==> src/rtl/sla_ram.sv <==
// Generic single-write, single-read RAM with registered read data.
module sla_ram #(
  parameter int WIDTH = 8,
  parameter int DEPTH = 16,
  parameter int AW    = (DEPTH > 1) ? $clog2(DEPTH) : 1
) (
  input  logic             clk,
  input  logic             we,
  input  logic [AW-1:0]    waddr,
  input  logic [WIDTH-1:0] wdata,
  input  logic             re,
  input  logic [AW-1:0]    raddr,
  output logic [WIDTH-1:0] rdata
);

  logic [WIDTH-1:0] mem [DEPTH];

  always_ff @(posedge clk) begin
    if (we) begin
      mem[waddr] <= wdata;
    end
    if (re) begin
      rdata <= mem[raddr];
    end
  end

endmodule

==> config.mk <==
export PLATFORM = sky130hd
export DESIGN_NAME = sla_ram
export DESIGN_NICKNAME = d
export VERILOG_FILES = /design/src/rtl/sla_ram.sv
export SDC_FILE = /design/constraint.sdc
export NUM_CORES = 1
export LEC_CHECK = 0
export ABC_AREA = 1
export CORE_ASPECT_RATIO = 1.2
export CORE_MARGIN = 3
export CORE_UTILIZATION = 25
export CTS_CLUSTER_SIZE = 28
export DETAILED_ROUTE_END_ITERATION = 8
export DONT_BUFFER_PORTS = 1
export PLACE_DENSITY = 0.49
export SLEW_MARGIN = 20
export SYNTH_ARGS = -nofsm -noshare
export SYNTH_HDL_FRONTEND = slang
export SYNTH_SLANG_ARGS = --single-unit
==> constraint.sdc <==
create_clock -name clk -period 1.2 [get_ports clk]
set_input_delay 0.06 -clock clk [delete_from_list [all_inputs] [get_ports clk]]
set_output_delay 0.06 -clock clk [all_outputs]
set_load 0.005 [all_outputs]
==> impl_metrics.toml <==
[clocking]
cts.sinks = 136
cts_tree = "built"
cts_root_buffer = "clkbuf_16"
post_cts_buffers = 0
clk_path_buf_depth = 2
clk_latency_ns = 0.42
clkTransAtPathRegs_ns = 0.06
cts_buffers = 17
cts_max_level = 4

[placed_design]
placed_cells = 857
io_buffers = 0
gp_congestion = 0.799
dp_hpwl_mm = 8.65

[route]
drc = 0
vias_per_cell = 4.13
ant_nets = 0
vias = 3723
postRouteWirelength_mm = 14.1
avgRoutedWirePerCell_um = 15.7
drt_iter0_drc = 271
drt_pre_antenna_iters = 4

[floorplan]
ios = 27
core_um2 = 22700
fp.dieArea_um2 = 25300
core.rowCount = 60
start_util = 0.257
die_w_um = 146
fp.dieH_um = 174

[timing]
fin_crit_sh = 0.915
slew_viol_final = 0
final_hold_viol_count = 0
max_freq_mhz = 911
tightest_slew_ns = 0.791
rsz0062_at_grt = "false"
period_needed_ns = 1.10
finalSetupViolCount = 0
slew_headroom = 0.471
setup_tns_ns = 0
holdWs_ns = 0.00911
clock_skew_ns = 0.00967

[synth]
synthTopCellsByArea = "edfxtp_1, nand2_1, nand3_1"
synthTopCellsByCount = "nand2_1, edfxtp_1, inv_1, nand3_1, nor2_1"
ys.flop_type = "edfxtp_1"
async_reset_ff_frac = 0
netlist_area_um2 = 5850
synth-seq-cells = 136
avgSynthCellArea_um2 = 10.6
yosysTopAreaCell = "edfxtp_1"
synth_nets = 570
ys_warn_count = 0
synth_edf_count = 136
yosysSeqAreaShare = 0.698
synth_top_area_share = 0.698
synthMostInstantiatedCell = "nand2_1"
ys_types = 11
synth_cells = 551

[hold_path]
hold_depth = 4
hp-start = "raddr[1]"
hold_path_end = "rdata[0]"
hold_path.class = "input port to flop"

[power]
p_per_area_nw_per_um2 = 1550
ir_drop_uv = 814
total_power_w = 0.0108
leakagePower_nw = 2.88

[setup_path]
r2r_cells = 6
worstPathArrival_ns = 1.27
rrSetupSlack_ns = 0.10
required_ns = 1.37
r2r-start = "mem[12][5]"
path_max_fanout = 1
timing.rr.end = "rdata[5]"
cp-end-kind = "flop"
start_kind = "flop"
critPathKind = "flop to flop"

[job]
drv_cap = 0

[grt]
met3_usage = 0.0374
grt_use_met2 = 0.190
use_met1 = 0.139
grt.busiest_layer = "met2"
grt_pass1_vias = 3835
grt_antenna_before_repair = 0
grt_max_degree = 66
overflow = 0
grt_usage = 0.115
grt_pass1_wl_mm = 22.0

[layout]
area_delta_synth_final_pct = 18.8
fin_nets = 598
stdcell_count = 901
drive_gt1_frac = 0.0863
diodes = 0

[outcome]
status = "completed"
## per-layer routing
layer	wire [um]	vias up
met5	0	-
met4	260	0
met3	907	16
met2	6960	99
met1	6000	1777
li1	-	1831
## worst max-delay path by stage
stage,startpoint,endpoint,slack (ns)
after CTS,raddr[2],rdata[2],0.006
after global routing,mem[2][5],rdata[5],0.006
after global placement,raddr[1],rdata[3],0.06
final,mem[12][5],rdata[5],0.10
after floorplan,waddr[2],mem[10][0],0.19
after detailed placement,raddr[1],rdata[3],0.01
## repair_timing
item / in CTS / in global routing
resized for setup: 0 / 4
endpoints found under the setup margin: 0 / 7
hold buffers: 12 / 1
endpoints found under the hold margin: 144 / 1
## per-stage QoR
step,worst slack (ns),instance area (um2),util
floorplan,0.189,5850,-
global placement,0.0581,6260,0.275
detailed placement,0.0129,6260,0.275
CTS,0.00568,6920,0.304
global route,0.00604,6950,0.305
finish,0.102,6950,0.305
## sequential cells by signal, indices dropped and copies added, names as in the netlist
register / count
mem: 128
rdata: 8
## final cells by class
class	instances	area, um2
clock buffer	20	437
clock inverter	11	108
fill	2297	15800
inverter	102	383
multi-input combinational	289	1230
sequential	136	4080
tap	310	388
timing repair buffer	33	320
## layout by cell type (no fill, tap or decap), types with 3 or more instances in the layout
cell           count
nand2_1          172
nand3_1           95
buf_4             17
dlygate4sd3_1     12
nor2_1            17
clkbuf_16         17
inv_1            100
clkinv_2           5
edfxtp_1         136
buf_12             3
clkbuf_1           3
## cells by family after synthesis
group,Yosys count,share of synthesized area
DFF,136,0.698
and+or+nand+nor,289,0.208
buffers and inverters,126,0.0939
## worst max-delay path: stages, from the launching register on
cell	delay [ns]
edfxtp_1	0.36
nand2_1	0.07
nand2_1	0.07
nand2_1	0.08
nand3_2	0.10
nand3_1	0.10
nand2_2	0.06
## power by group
group	switching, W	leakage (nW)	total, W	internal [W]
clock network	0.00181	0.264	0.00481	0.00300
registers	0.0000401	1.24	0.00540	0.00536
logic	0.000373	1.38	0.000562	0.000189
(Power assumes the default switching activity.)
